**config.mk**
```make
export PLATFORM = sky130hd
export DESIGN_NAME = fagr_front
export DESIGN_NICKNAME = d
export VERILOG_FILES = /design/src/hdl/fagr_pkg.sv /design/src/hdl/fagr_front.sv
export SDC_FILE = /design/constraint.sdc
export NUM_CORES = 1
export LEC_CHECK = 0
export BUFFER_PORTS_ARGS = -buffer_cell sky130_fd_sc_hd__buf_2
export CORE_AREA = 2 2 93 95
export DETAILED_ROUTE_END_ITERATION = 10
export DIE_AREA = 0 0 95 97
export GPL_ROUTABILITY_DRIVEN = 0
export PLACE_DENSITY = 0.5
export SLEW_MARGIN = 15
export SYNTH_ARGS = -nofsm -noshare
export SYNTH_HDL_FRONTEND = slang
export SYNTH_SLANG_ARGS = --single-unit
export TNS_END_PERCENT = 5
```
**constraint.sdc**
```tcl
create_clock -name vclk -period 2.55
set_input_delay 0.255 -clock vclk [all_inputs]
set_output_delay 0.255 -clock vclk [all_outputs]
set_load 0.02 [all_outputs]
```
**src/hdl/fagr_pkg.sv**
```systemverilog
// Shared types and constants of the font atlas glyph renderer.
// No dependencies; fagr_front, fagr_fifo, fagr_back and the top level import it.
package fagr_pkg;

    localparam int GLYPH_COUNT = 95;
    localparam int GIDX_W      = 7;
    localparam int FULL_AW     = 23;

    localparam logic [7:0] FIRST_CODE   = 8'd32;
    localparam logic [7:0] LAST_CODE    = 8'd126;
    localparam logic [7:0] NEWLINE_CODE = 8'd10;

    localparam logic [1:0] CMD_SET_PEN = 2'd0;
    localparam logic [1:0] CMD_DRAW    = 2'd1;
    localparam logic [1:0] CMD_GLYPH   = 2'd2;
    localparam logic [1:0] CMD_TEXEL   = 2'd3;

    localparam logic [1:0] REG_FONT_READY  = 2'd0;
    localparam logic [1:0] REG_ATLAS_WIDTH = 2'd1;
    localparam logic [1:0] REG_LINE_PITCH  = 2'd2;

    localparam logic [10:0] ATLAS_WIDTH_RST = 11'd256;
    localparam logic [7:0]  LINE_PITCH_RST  = 8'd16;

    typedef enum logic [2:0] {
        OP_NOP,
        OP_SET_PEN,
        OP_GLYPH,
        OP_TEXEL,
        OP_NEWLINE,
        OP_DRAW,
        OP_DRAW_NONE
    } op_t;

    typedef struct packed {
        logic [9:0] ax;
        logic [9:0] ay;
        logic [4:0] w;
        logic [4:0] h;
        logic [7:0] offx;
        logic [7:0] offy;
        logic [7:0] adv;
    } glyph_t;

    typedef struct packed {
        op_t               op;
        logic [GIDX_W-1:0] gidx;
        logic [15:0]       pen_x;
        logic [15:0]       pen_y;
        glyph_t            glyph;
        logic [7:0]        alpha;
    } cmd_t;

    typedef struct packed {
        logic        font_ready;
        logic [10:0] atlas_width;
        logic [7:0]  line_pitch;
    } cfg_t;

endpackage

```
**src/hdl/fagr_front.sv**
```systemverilog
// Front end: takes commands, classifies them and clamps glyph metrics.
// Depends on fagr_pkg.
module fagr_front #(
    parameter int GLYPH_MAX_W = 16,
    parameter int GLYPH_MAX_H = 24
) (
    input  logic                  cmd_valid,
    output logic                  cmd_ready,
    input  logic [1:0]            command,
    input  logic [7:0]            char_code,
    input  logic [15:0]           pen_x,
    input  logic [15:0]           pen_y,
    input  logic [9:0]            atlas_x,
    input  logic [9:0]            atlas_y,
    input  logic [4:0]            glyph_width,
    input  logic [4:0]            glyph_height,
    input  logic [7:0]            glyph_offset_x,
    input  logic [7:0]            glyph_offset_y,
    input  logic [7:0]            glyph_advance,
    input  logic [31:0]           texel_word,
    input  logic                  q_full,
    output logic                  q_push,
    output fagr_pkg::cmd_t        q_data
);
    import fagr_pkg::*;

    logic printable;

    assign cmd_ready = !q_full;
    assign q_push    = cmd_valid && !q_full;

    always_comb
    begin
        printable = char_code inside {[FIRST_CODE:LAST_CODE]};
        q_data.gidx  = GIDX_W'(char_code - FIRST_CODE);
        q_data.pen_x = pen_x;
        q_data.pen_y = pen_y;
        q_data.glyph.ax = atlas_x;
        q_data.glyph.ay = atlas_y;
        q_data.glyph.w  = (glyph_width > 5'(GLYPH_MAX_W)) ? 5'(GLYPH_MAX_W) : glyph_width;
        q_data.glyph.h  = (glyph_height > 5'(GLYPH_MAX_H)) ? 5'(GLYPH_MAX_H) : glyph_height;
        q_data.glyph.offx = glyph_offset_x;
        q_data.glyph.offy = glyph_offset_y;
        q_data.glyph.adv  = glyph_advance;
        q_data.alpha = texel_word[31:24];
        case (command)
            CMD_SET_PEN: q_data.op = OP_SET_PEN;
            CMD_DRAW:
            begin
                if (char_code == NEWLINE_CODE)
                    q_data.op = OP_NEWLINE;
                else if (printable)
                    q_data.op = OP_DRAW;
                else
                    q_data.op = OP_DRAW_NONE;
            end
            CMD_GLYPH:   q_data.op = printable ? OP_GLYPH : OP_NOP;
            CMD_TEXEL:   q_data.op = OP_TEXEL;
            default:     q_data.op = OP_NOP;
        endcase
    end
endmodule

```
# Word-level counts from Yosys, hierarchy flattened
# Cells that the tools add are included.
[totals]
reg_bits = 0
in_bits = 130
output_inout_bits = 106
[op_classes]
add_sub_neg = 1
order_cmp = 4
eq_ne = 4
mux = 6
reduce_logical = 4
[op_table]
columns = ["operator", "n"]
rows = [
  ["$pmux W3 S4", 1],
  ["$gt A5 B5 Y1 const B", 2],
  ["$mux W5", 2],
  ["$eq A8 B4 Y1 const B", 1],
  ["$ge A8 B6 Y1 const B", 1],
  ["$le A8 B7 Y1 const B", 1],
  ["$sub A7 B6 Y7 const B", 1],
  ["$mux W2", 3],
  ["$eq A2 B2 Y1 const B", 2],
  ["$eq A2 B1 Y1 const B", 1],
  ["$logic_and A1 B1 Y1", 2],
  ["$logic_not A2 Y1", 1],
  ["$logic_not A1 Y1", 1],
]

# Logic depth before layout (Yosys ltp)
[logic_depth]
word_depth = 5
depth_mapped = 5
ltp_nobuf = 5

# Worst setup path before layout
# No wires, ideal clock.
[synth_timing]
kind = "input-to-output"
from = "input port char_code[2]"
to = "output port q_data[101] in the netlist's numbering"
t_arrival_ps = 1108
required_ps = 2295
path_slack_ps = 1187
stages = 4
n_path_buf = 0
cell_sequence = "nor3_2 -> nand3_1 -> a21o_2 -> a21oi_1"
[synth_lines]
columns = ["element", "line", "source"]
rows = [
  ["start: declaration", "fagr_front.sv:10", "input logic [7:0] char_code,"],
  ["end: declaration", "fagr_front.sv:23", "output fagr_pkg::cmd_t q_data"],
]

==> reports/metrics.yaml <==
synth_compound_area_frac: 0.0414
final_net_count: 204
cts_hold_buf: 0
yosysWarnings: 0
viasPerCell: 2.59
grt_pass1_wl_mm: 2.01
synth-simple-area-share: 0.127
synth_top_family_by_area: "buffers and inverters"
required_ns: 2.30
grt_setup_unrepaired: "no"
yosysTopAreaCellShare: 0.790
dr_total_vias: 456
synth.avg_cell_area_um2: 7.11
core_mm2: 0.00813
dr.first_iter.drc_count: 2
total_power_uw: 86.6
netlist_area_um2: 846
crit_path_end_kind: "primary output"
initial_core_util: 0.104
slew_headroom: 0.806
slew_violations: 0
drcViolationCount: 0
cp_common_cell: "buf_2"
top_usage_layer: "met4"
numPlacedInstances: 176
status: "completed"
setup.worst_path.start: "char_code[2]"
synthTopCellsByArea: "buf_4 (79%), nor2b_1 (5.2%), and2_1 (2.2%)"
antenna_left: 0
synth_adder_area_share: 0.0148
cpMaxStageDelayCell: "o32a_1"
grt_max_degree: 6
p_leak_nw: 0.249
grt_use_met3: 0.0125
num_rows: 33
hp-class: "primary input to primary output"
worst_ir_drop_vdd_mv: 0.0396
fin_crit_ns: 1.60
die_h_um: 97
grtUsageTotal: 0.0273
final-setup-viol-count: 0
netlist_instances: 119
ioPinCount: 236
port_buffers: 44
grt_antenna_before_repair: 0
worstPathArrival_ns: 1.35
die_area_mm2: 0.00922
die_x_um: 95
synthesis.nets: 250
multi_input_area_um2: 155
path_max_fanout: 3
drt-pass1-iter-count: 4
post_dp_cell_area_um2: 518
synth_cell_types: 16
grt_overflow: 0
dpl.hpwl_mm: 1.38
crit_type: "primary input to primary output"
final_common_cell: "buf_2"
fmax_mhz: 623
syn2layout_area_growth_pct: -38.8
maxCapViolations: 0
cp-start-kind: "primary input"
yosysTopAreaCell: "buf_4"
tightest_slew_ns: 0.291
regArea_um2: 0
use_met1: 0.0165
wl_per_cell_um: 9.05
cts_setup_buffers: 0
nClkBuffers: 0
cp_cell_sequence: "buf_2, nor3_2, nand3_1, and3_1, o32a_1, buf_2"
synth_xor_area_frac: 0
finalWirelength_mm: 1.59
design_area_um2: 518
max_stage_delay_ns: 0.27
n_antenna_cell: 0
synth_mux_area_frac: 0
layoutNonFillerInstCount: 176
setup_tns_ns: 0
drive_above_1_share: 0.648
min_from: "glyph_advance[3]"
final.fill_count: 963
powerDensity_mw_per_mm2: 167
first_global_vias: 407
cts-resized-gates: 0
period_share: 0.629
yosysSeqAreaShare: 0
postLayoutCoreUtil: 0.0637
hold_viol: 0
seq_cell_count: 0
grt_use_met2: 0.0371
final_cell_mix: "buf_2 (44), nor2b_1 (7), and2_1 (3), nand3_1 (3), inv_1 (3)"
## layer usage
layer  part of all wire  vias to the layer above
met2               0.40                       42
met4               0.21                        0
met3               0.19                       44
met1               0.20                      185
li1                   -                      185
met5                  0                        -
## layout make-up
cell class	count	share of cell area
Inverter	3	0.0217
Timing Repair Buffer	44	0.425
Multi-Input combinational cell	24	0.300
Tap cell	105	0.254
## Yosys cell counts (all sizes together) (2+ instances only)
library cell,n
a21oi,2
clkbuf,3
and2,3
inv,3
nor2b,7
nand3,3
buf,89
## cell families (layout without fill, tap and decap cells)
logic type / after synthesis / after routing
and+or+nand+nor: 18 / 18
buffers and inverters: 95 / 47
adders and majority gates: 1 / 1
AOI/OAI and AO/OA: 5 / 5
## through the flow
step	hold WS [ns]	setup WS (ns)
global placement	0.510	0.930
finish	0.510	0.946
global route	0.510	0.858
CTS	0.510	0.932
detailed placement	0.510	0.943
floorplan	0.587	1.19
## critical path: cells and delay by family
kind,cells,cell delay (ns)
compound gates,1,0.27
buf+inv,2,0.28
simple gates,3,0.55
## where the power goes
part | switching (mW) | internal [mW] | leakage [nW]
sequential | 0 | 0 | 0
clock | 0 | 0 | 0
combinational | 0.0511 | 0.0355 | 0.249
total | 0.0511 | 0.0355 | 0.249
## final timing paths
kind / end / slack (ns) / cells after the start
worst min-delay path: q_data[11] / 0.51 / 0
worst max-delay path: q_data[102] / 0.95 / 6
(Power assumes the default switching activity.)
