$ cat src/hdl/fagr_pkg.sv
// Shared types and constants of the font atlas glyph renderer.
// No dependencies; fagr_front, fagr_fifo, fagr_back and the top level import it.
package fagr_pkg;

    localparam int GLYPH_COUNT = 95;
    localparam int GIDX_W      = 7;
    localparam int FULL_AW     = 23;

    localparam logic [7:0] FIRST_CODE   = 8'd32;
    localparam logic [7:0] LAST_CODE    = 8'd126;
    localparam logic [7:0] NEWLINE_CODE = 8'd10;

    localparam logic [1:0] CMD_SET_PEN = 2'd0;
    localparam logic [1:0] CMD_DRAW    = 2'd1;
    localparam logic [1:0] CMD_GLYPH   = 2'd2;
    localparam logic [1:0] CMD_TEXEL   = 2'd3;

    localparam logic [1:0] REG_FONT_READY  = 2'd0;
    localparam logic [1:0] REG_ATLAS_WIDTH = 2'd1;
    localparam logic [1:0] REG_LINE_PITCH  = 2'd2;

    localparam logic [10:0] ATLAS_WIDTH_RST = 11'd256;
    localparam logic [7:0]  LINE_PITCH_RST  = 8'd16;

    typedef enum logic [2:0] {
        OP_NOP,
        OP_SET_PEN,
        OP_GLYPH,
        OP_TEXEL,
        OP_NEWLINE,
        OP_DRAW,
        OP_DRAW_NONE
    } op_t;

    typedef struct packed {
        logic [9:0] ax;
        logic [9:0] ay;
        logic [4:0] w;
        logic [4:0] h;
        logic [7:0] offx;
        logic [7:0] offy;
        logic [7:0] adv;
    } glyph_t;

    typedef struct packed {
        op_t               op;
        logic [GIDX_W-1:0] gidx;
        logic [15:0]       pen_x;
        logic [15:0]       pen_y;
        glyph_t            glyph;
        logic [7:0]        alpha;
    } cmd_t;

    typedef struct packed {
        logic        font_ready;
        logic [10:0] atlas_width;
        logic [7:0]  line_pitch;
    } cfg_t;

endpackage

$ cat src/hdl/fagr_fifo.sv
// Two-entry command queue between front end and back end.
// Depends on fagr_pkg.
module fagr_fifo (
    input  logic           clk,
    input  logic           rst_n,
    input  logic           push,
    input  fagr_pkg::cmd_t push_data,
    input  logic           pop,
    output fagr_pkg::cmd_t head,
    output logic           full,
    output logic           empty
);
    import fagr_pkg::*;

    cmd_t       entry_reg [2];
    logic       wr_ptr_reg;
    logic       rd_ptr_reg;
    logic [1:0] count_reg;

    assign head  = entry_reg[rd_ptr_reg];
    assign full  = count_reg == 2'd2;
    assign empty = count_reg == 2'd0;

    always_ff @(posedge clk)
    begin
        if (push)
        begin
            entry_reg[wr_ptr_reg] <= push_data;
        end
    end

    always_ff @(posedge clk or negedge rst_n)
    begin
        if (!rst_n)
        begin
            wr_ptr_reg <= 1'b0;
            rd_ptr_reg <= 1'b0;
            count_reg  <= 2'd0;
        end
        else
        begin
            if (push)
                wr_ptr_reg <= !wr_ptr_reg;
            if (pop)
                rd_ptr_reg <= !rd_ptr_reg;
            count_reg <= count_reg + 2'(push) - 2'(pop);
        end
    end
endmodule

$ cat config.mk
export PLATFORM = sky130hd
export DESIGN_NAME = fagr_fifo
export DESIGN_NICKNAME = d
export VERILOG_FILES = /design/src/hdl/fagr_pkg.sv /design/src/hdl/fagr_fifo.sv
export SDC_FILE = /design/constraint.sdc
export NUM_CORES = 1
export LEC_CHECK = 0
export BUFFER_PORTS_ARGS = -buffer_cell sky130_fd_sc_hd__buf_2
export CAP_MARGIN = 10
export CORE_ASPECT_RATIO = 0.75
export CORE_MARGIN = 2
export CORE_UTILIZATION = 46
export CTS_CLUSTER_DIAMETER = 50
export DETAILED_ROUTE_END_ITERATION = 8
export PLACE_DENSITY = 0.72
export SYNTH_ARGS = -nofsm -noshare
export SYNTH_HDL_FRONTEND = slang
export SYNTH_SLANG_ARGS = --single-unit
$ cat constraint.sdc
create_clock -name clk -period 5.9 [get_ports clk]
set_clock_uncertainty 0.05 [all_clocks]
set_input_delay 0 -clock clk [delete_from_list [all_inputs] [get_ports clk]]
set_output_delay 0 -clock clk [all_outputs]
set_load 0.01 [all_outputs]
# --- Yosys cells after proc, flatten, opt, wreduce, memory -nomap -nowiden ---
# Memory sizes are Yosys's and may differ from the RTL's.
# Index checks and enable logic that the tools add are counted.
totals:
  regBits: 4
  ramBits: 208
  input_bits: 108
  output_inout_bits: 106
  word_cells: 12
  n_memories: 1
memory_table:
  columns: ["name", "words", "width", "read_ports", "rd_ports_with_merged_regs", "wr", "line", "rtl"]
  rows:
  - ["entry_reg", 2, 104, 1, 0, 1, "fagr_fifo.sv:15", "cmd_t entry_reg [2];"]
op_classes:
  addsub: 2
  eq_ne: 1
  n_mux: 2
  n_reduce_logical: 3
ops:
  columns: ["operator", "n"]
  rows:
  - ["adder 2 x 1 -> 2 bit", 1]
  - ["== test 2 bit, second input constant", 1]
  - ["zero test 1 bit", 2]
  - ["zero test 2 bit", 1]
  - ["2-to-1 mux 1 bit", 2]
  - ["subtractor 2 x 1 -> 2 bit", 1]

# --- Depth between registers and ports, before layout ---
# Gate-level depths: netlist of run 1.
depth:
  word_depth: 2
  ltp_mapped: 5
  ltp_nobuf: 5

# --- Least setup slack after synthesis of run 1 ---
# Ideal clock, no wire load.
synth_path:
  path_type: "register -> register"
  start: "reg wr_ptr_reg"
  end: "mem entry_reg[0][0] (netlist bit), enable pin"
  setup_time_ns: 0.580
  arrival_ns: 5.004
  required_ns: 5.270
  slack_ns: 0.266
  stages_incl_launch_ff: 2
  n_path_buf: 0
  period_less_slack_ns: 5.634
  cell_sequence: "dfrtp_1 nor2b_1"
synth_rtl:
  columns: ["item", "line", "rtl"]
  rows:
  - ["from (decl)", "fagr_fifo.sv:16", "logic wr_ptr_reg;"]
  - ["from (signal assigned)", "fagr_fifo.sv:43", "wr_ptr_reg <= !wr_ptr_reg;"]
  - ["to (decl)", "fagr_fifo.sv:15", null]
# No word-level cell before the write port.

==> results of run 1 <==
-- per-layer routing --
| metal | wire [microns] | vias up | part of all wire, % |
|---|---|---|---|
| met2 | 7860 | 171 | 48 |
| met1 | 6750 | 2190 | 41 |
| li1 | - | 2015 | - |
| met4 | 303 | 0 | 1.9 |
| met5 | 0 | - | 0 |
| met3 | 1370 | 27 | 8.4 |
-- worst max-delay path by stage --
stage	startpoint	endpoint	cells past startpoint
5_1_grt	rd_ptr_reg	head[13]	3
2_1_floorplan	wr_ptr_reg	entry_reg[0][0]	1
3_3_place_gp	rd_ptr_reg	head[2]	3
3_5_place_dp	rd_ptr_reg	head[8]	3
4_1_cts	rd_ptr_reg	head[8]	3
6_report	rd_ptr_reg	head[103]	3
-- area by class of cell --
type / count / area [sq um]
Clock buffer: 30 / 602
Clock inverter: 7 / 55.1
Fill cell: 1131 / 5910
Inverter: 2 / 7.51
Multi-Input combinational cell: 113 / 1460
Sequential cell: 212 / 6350
Tap cell: 215 / 269
Timing Repair Buffer: 325 / 2180
-- layout by cell type, fill, tap and decap left out --
cell type | netlist | routed
buf_2 | 5 | 213
edfxtp_1 | 208 | 208
dlygate4sd3_1 | 0 | 108
mux2_2 | 54 | 54
mux2_4 | 50 | 50
clkbuf_16 | 0 | 23
clkbuf_1 | 0 | 7
clkinv_1 | 0 | 4
buf_4 | 0 | 4
dfrtp_1 | 4 | 3
inv_1 | 2 | 2
xor2_1 | 2 | 2
ha_1 | 2 | 2
clkinv_2 | 0 | 2
xor3_1 | 1 | 1
nor2b_4 | 0 | 1
nor2b_1 | 2 | 1
nor2_1 | 1 | 1
and2_4 | 0 | 1
bufinv_16 | 0 | 1
dfrtp_4 | 0 | 1
-- metrics by stage --
step                cells  total power [W]  util [%]
floorplan             339          0.00310         -
global placement      759          0.00349      54.6
detailed placement    759          0.00353      54.6
CTS                   904          0.00487      64.9
global route          904          0.00505      64.9
finish                904          0.00483      64.9
-- logic make-up after synthesis --
logic type / Yosys count / synth area share, %
flops: 212 / 80.2
mux: 104 / 17.2
buf+inv: 14 / 1.46
simple gates: 4 / 0.285
xor+xnor: 3 / 0.522
fa+ha+maj: 2 / 0.316
-- critical path, cell delays in order (launching register included) --
cell and delay (ns):
dfrtp_4 0.95, buf_4 0.82, mux2_2 0.42, buf_2 0.14
-- report_power, final --
group          internal [W]  switching [W]
combinational      0.000727       0.000675
sequential          0.00200       0.000153
clock              0.000752       0.000527
==> flow_metrics.tcl, run 1 <==
set metrics [dict create \
    status "finished clean" \
    grt_max_degree 56 \
    min_path_cells 2 \
    ios 214 \
    root_buffer "clkbuf_16" \
    vdd_drop_max_mv 0.237 \
    die-area_sq_um 18300 \
    p_leak_nw 4.32 \
    die_h_microns 118 \
    grt-ovfl-total 0 \
    start_kind "flip-flop" \
    synthTopCellsByArea "edfxtp_1 79%, mux2_4 9.5%, mux2_2 7.7%" \
    cts_buffer_depth 3 \
    worstMarginPinSlew_ns 0.914 \
    clkTransAtPathRegs_ns 0.06 \
    hold_violations 0 \
    wl_per_cell_microns 18.0 \
    period_share_pct 49.7 \
    num_vias 4403 \
    tritoncts "done" \
    relSlewSlack_pct 39.1 \
    grt_pass1_wl_microns 24900 \
    synthCells 339 \
    initial_utilization_pct 47.0 \
    slew_viol_final 0 \
    finalHoldWorstSlack_ns 0.179 \
    port_buffers 213 \
    critPathRequiredTime_ns 5.85 \
    hold_path_class "input port to flip-flop" \
    drive_gt1_share_pct 50.8 \
    use_met3_pct 5.96 \
    dp_slack_ns 3.47 \
    arrival_ns 2.88 \
    min_to "entry_reg[0][79]" \
    yosysMostFrequentCell "edfxtp_1" \
    critPathKind "flip-flop to output pin" \
    final_antenna_net_count 0 \
    synth_area_sq_um 7910 \
    drc 0 \
    yosysTopAreaCellShare_pct 79.0 \
    fin_area_sq_um 10900 \
    yosys_warnings 0 \
    dpl_cell_area_sq_um 9180 \
    synth_top_cell_by_area "edfxtp_1" \
    pwr_density_cell_nw_per_um2 443 \
    cts_num_sinks 212 \
    max-cap-violations 0 \
    syn_avg_cell_area_sq_um 23.3 \
    synth-seq-cells 212 \
    r2r_start "wr_ptr_reg" \
    via_per_inst 4.87 \
    hp-start "push_data[79]" \
    synthTopCellsByCount "208 x edfxtp_1, 54 x mux2_2, 50 x mux2_4" \
    antenna_cells 0 \
    drt_first_pass_iters 7 \
    grt_pass1_vias 4857 \
    syn_nets 449 \
    nNetsFinal 786 \
    ys_dominant_reg_cell "edfxtp_1" \
    grt.total_usage_pct 17.3 \
    setup_tns_ns 0 \
    crit_path_end_kind "output pin" \
    grt-busiest-layer "met2" \
    r2r_slack_ns 3.65 \
    cts_resized 0 \
    max_freq_mhz 341 \
    synth_edf_count 208 \
    antenna_found_initial 0 \
    timing.rr.end "entry_reg[1][59]" \
    rsz0062_at_grt "false" \
    critical_path_peak_fanout 55 \
    hpwl_microns 9230 \
    grt_use_met1_pct 20.9 \
    rows 41 \
    numCtsBuffers 22 \
    insertion_delay_ns 0.49 \
    post_cts_buffers 0 \
    routed_wirelength_microns 16300 \
    largest_reg_flops 208 \
    area_delta_synth_final_pct 38.0 \
    ctsHoldBuffers 108 \
    async_reset_ff_share_pct 1.89 \
    drt_iter0_markers 187 \
    setup_viol 0 \
    core_sq_um 16800 \
    routabilityCongestion 0.757 \
    grt_util_met2_pct 30.1 \
    period_minus_slack_ns 2.93 \
    yosys.cell_types.count 14 \
    layout_setup_ws_ns 2.97 \
    yosysSeqAreaShare_pct 80.2 \
    fp.dieW_microns 155 \
    h-tree-depth 1 \
    rr_worst_depth 2 \
]
(Power assumes the default switching activity.)
==> run 2, diff against run 1 <==
Settings changed: PLACE_DENSITY 0.72 to 0.69.
Clock period 5.9 ns to 2.95 ns, I/O delays scaled along.
==> run 2 against run 1 <==
  * Via count rose by 0.48%
  * First-iteration DRC count rose by 8.0%
  * Count of clock-buffer cells in the layout fell by 6
  * Highest routed layer unchanged
  * Non-clock buffer count rose by 3
  * Largest power group unchanged
  * Largest cell class unchanged
==> flow_metrics.tcl, run 2 (same netlist as run 1, synthesis figures left out) <==
set metrics [dict create \
    status "finished clean" \
    cts_resized 0 \
    drc 0 \
    initial_utilization_pct 47.0 \
    slew_viol_final 0 \
    grt-ovfl-total 0 \
    clkTransAtPathRegs_ns 0.06 \
    antenna_cells 0 \
    root_buffer "clkbuf_16" \
    critPathBufInv 2 \
    routed_wirelength_microns 16400 \
    grt_pass1_vias 4700 \
    rsz0062_at_grt "false" \
    tritoncts "done" \
    crit_path_cell_trace "buf_12 -> mux2_2 -> buf_2" \
    path_delay_family "flip-flops" \
    grt_max_degree 56 \
    drive_gt1_share_pct 51.0 \
    pwr_density_cell_nw_per_um2 871 \
    final_antenna_net_count 0 \
    slowest_delay_ns 0.77 \
    critical_path_peak_fanout 55 \
    grt.total_usage_pct 17.8 \
    h-tree-depth 1 \
    relSlewSlack_pct 53.0 \
    numCtsBuffers 21 \
    layout_commonest_cell "buf_2" \
    hold_violations 0 \
    dpl_cell_area_sq_um 9230 \
    drt_iter0_markers 202 \
    rows 41 \
    routabilityCongestion 0.762 \
    antenna_found_initial 0 \
    arrival_ns 2.24 \
    largest_reg_flops 208 \
    drt_first_pass_iters 4 \
    max_freq_mhz 437 \
    area_delta_synth_final_pct 37.7 \
    critPathRequiredTime_ns 2.90 \
    hpwl_microns 9640 \
    period_share_pct 77.5 \
    core_sq_um 16800 \
    post_cts_buffers 0 \
    ios 214 \
    max-cap-violations 0 \
    hold_path_class "input port to flip-flop" \
    num_vias 4424 \
    setup_tns_ns 0 \
    crit_path_end_kind "output pin" \
    setup_viol 0 \
    crit_slowest_cell "dfrtp_4" \
    critPathKind "flip-flop to output pin" \
    via_per_inst 4.89 \
    vdd_drop_max_mv 0.784 \
    fp.dieW_microns 155 \
    start_kind "flip-flop" \
    grt_pass1_wl_microns 25200 \
    cts_buffer_depth 3 \
    port_buffers 213 \
    die_h_microns 118 \
    cts_num_sinks 212 \
    insertion_delay_ns 0.48 \
    p_leak_nw 4.31 \
    period_minus_slack_ns 2.29 \
    worstMarginPinSlew_ns 0.706 \
    fin_area_sq_um 10900 \
    nNetsFinal 788 \
    layout_common_cells "213 x buf_2, 208 x edfxtp_1, 108 x dlygate4sd3_1" \
    die-area_sq_um 18300 \
    wl_per_cell_microns 18.1 \
]
## run 2: cell type report
class,count,area (sq um)
sequential,212,6350
fill,1145,5930
timing repair buffer,328,2220
multi-input combinational,113,1460
clock buffer,24,537
tap,215,269
clock inverter,11,48.8
inverter,2,7.51
## run 2: per-stage QoR
stage / setup WS (ns) / hold WS (ns) / total power [W] / utilization (%) / std cells
finish: 0.662 / 0.181 / 0.00949 / 64.7 / 905
global placement: 1.18 / -0.233 / 0.00706 / 54.8 / 762
floorplan: 0.510 / -0.346 / 0.00615 / - / 339
CTS: 0.645 / 0.168 / 0.00957 / 64.7 / 905
global route: 0.582 / 0.175 / 0.00994 / 64.7 / 905
detailed placement: 1.17 / -0.228 / 0.00712 / 54.8 / 762
## run 2: worst paths after layout
| path | startpoint | endpoint | slack [ns] | depth (start not counted) |
|---|---|---|---|---|
| min reg2reg | wr_ptr_reg | wr_ptr_reg | 0.50 | 1 |
| min | push_data[95] | entry_reg[1][95] | 0.18 | 2 |
| max | rd_ptr_reg | head[101] | 0.66 | 3 |
| max reg2reg | wr_ptr_reg | entry_reg[1][47] | 1.25 | 2 |
| min in group asynchronous | rst_n | wr_ptr_reg | 0.37 | 3 |
| max in group asynchronous | rst_n | rd_ptr_reg | 2.26 | 3 |
## run 2: report_power, final
group	internal, W	switching (W)
combinational	0.00149	0.00142
sequential	0.00400	0.000251
clock	0.00129	0.00104
## run 2: what timing repair did
action	in CTS	in global routing
endpoints found under the setup margin	0	0
endpoints found under the hold margin	216	0
hold buffers	108	0
## run 2: worst register-to-register path, cell delays in order, from the launching register on
cell	delay [ns]
dfrtp_1	0.42
and2_4	0.46
buf_4	0.43
## run 2: metal layers
layer | wire length (microns) | global-route usage, % | up-vias | part of all wire (%)
li1 | - | - | 2020 | -
met1 | 7040 | 24.1 | 2169 | 43
met2 | 7750 | 28.8 | 209 | 47
met3 | 1240 | 4.68 | 26 | 7.6
met4 | 358 | 4.53 | 0 | 2.2
met5 | 0 | 0 | - | 0
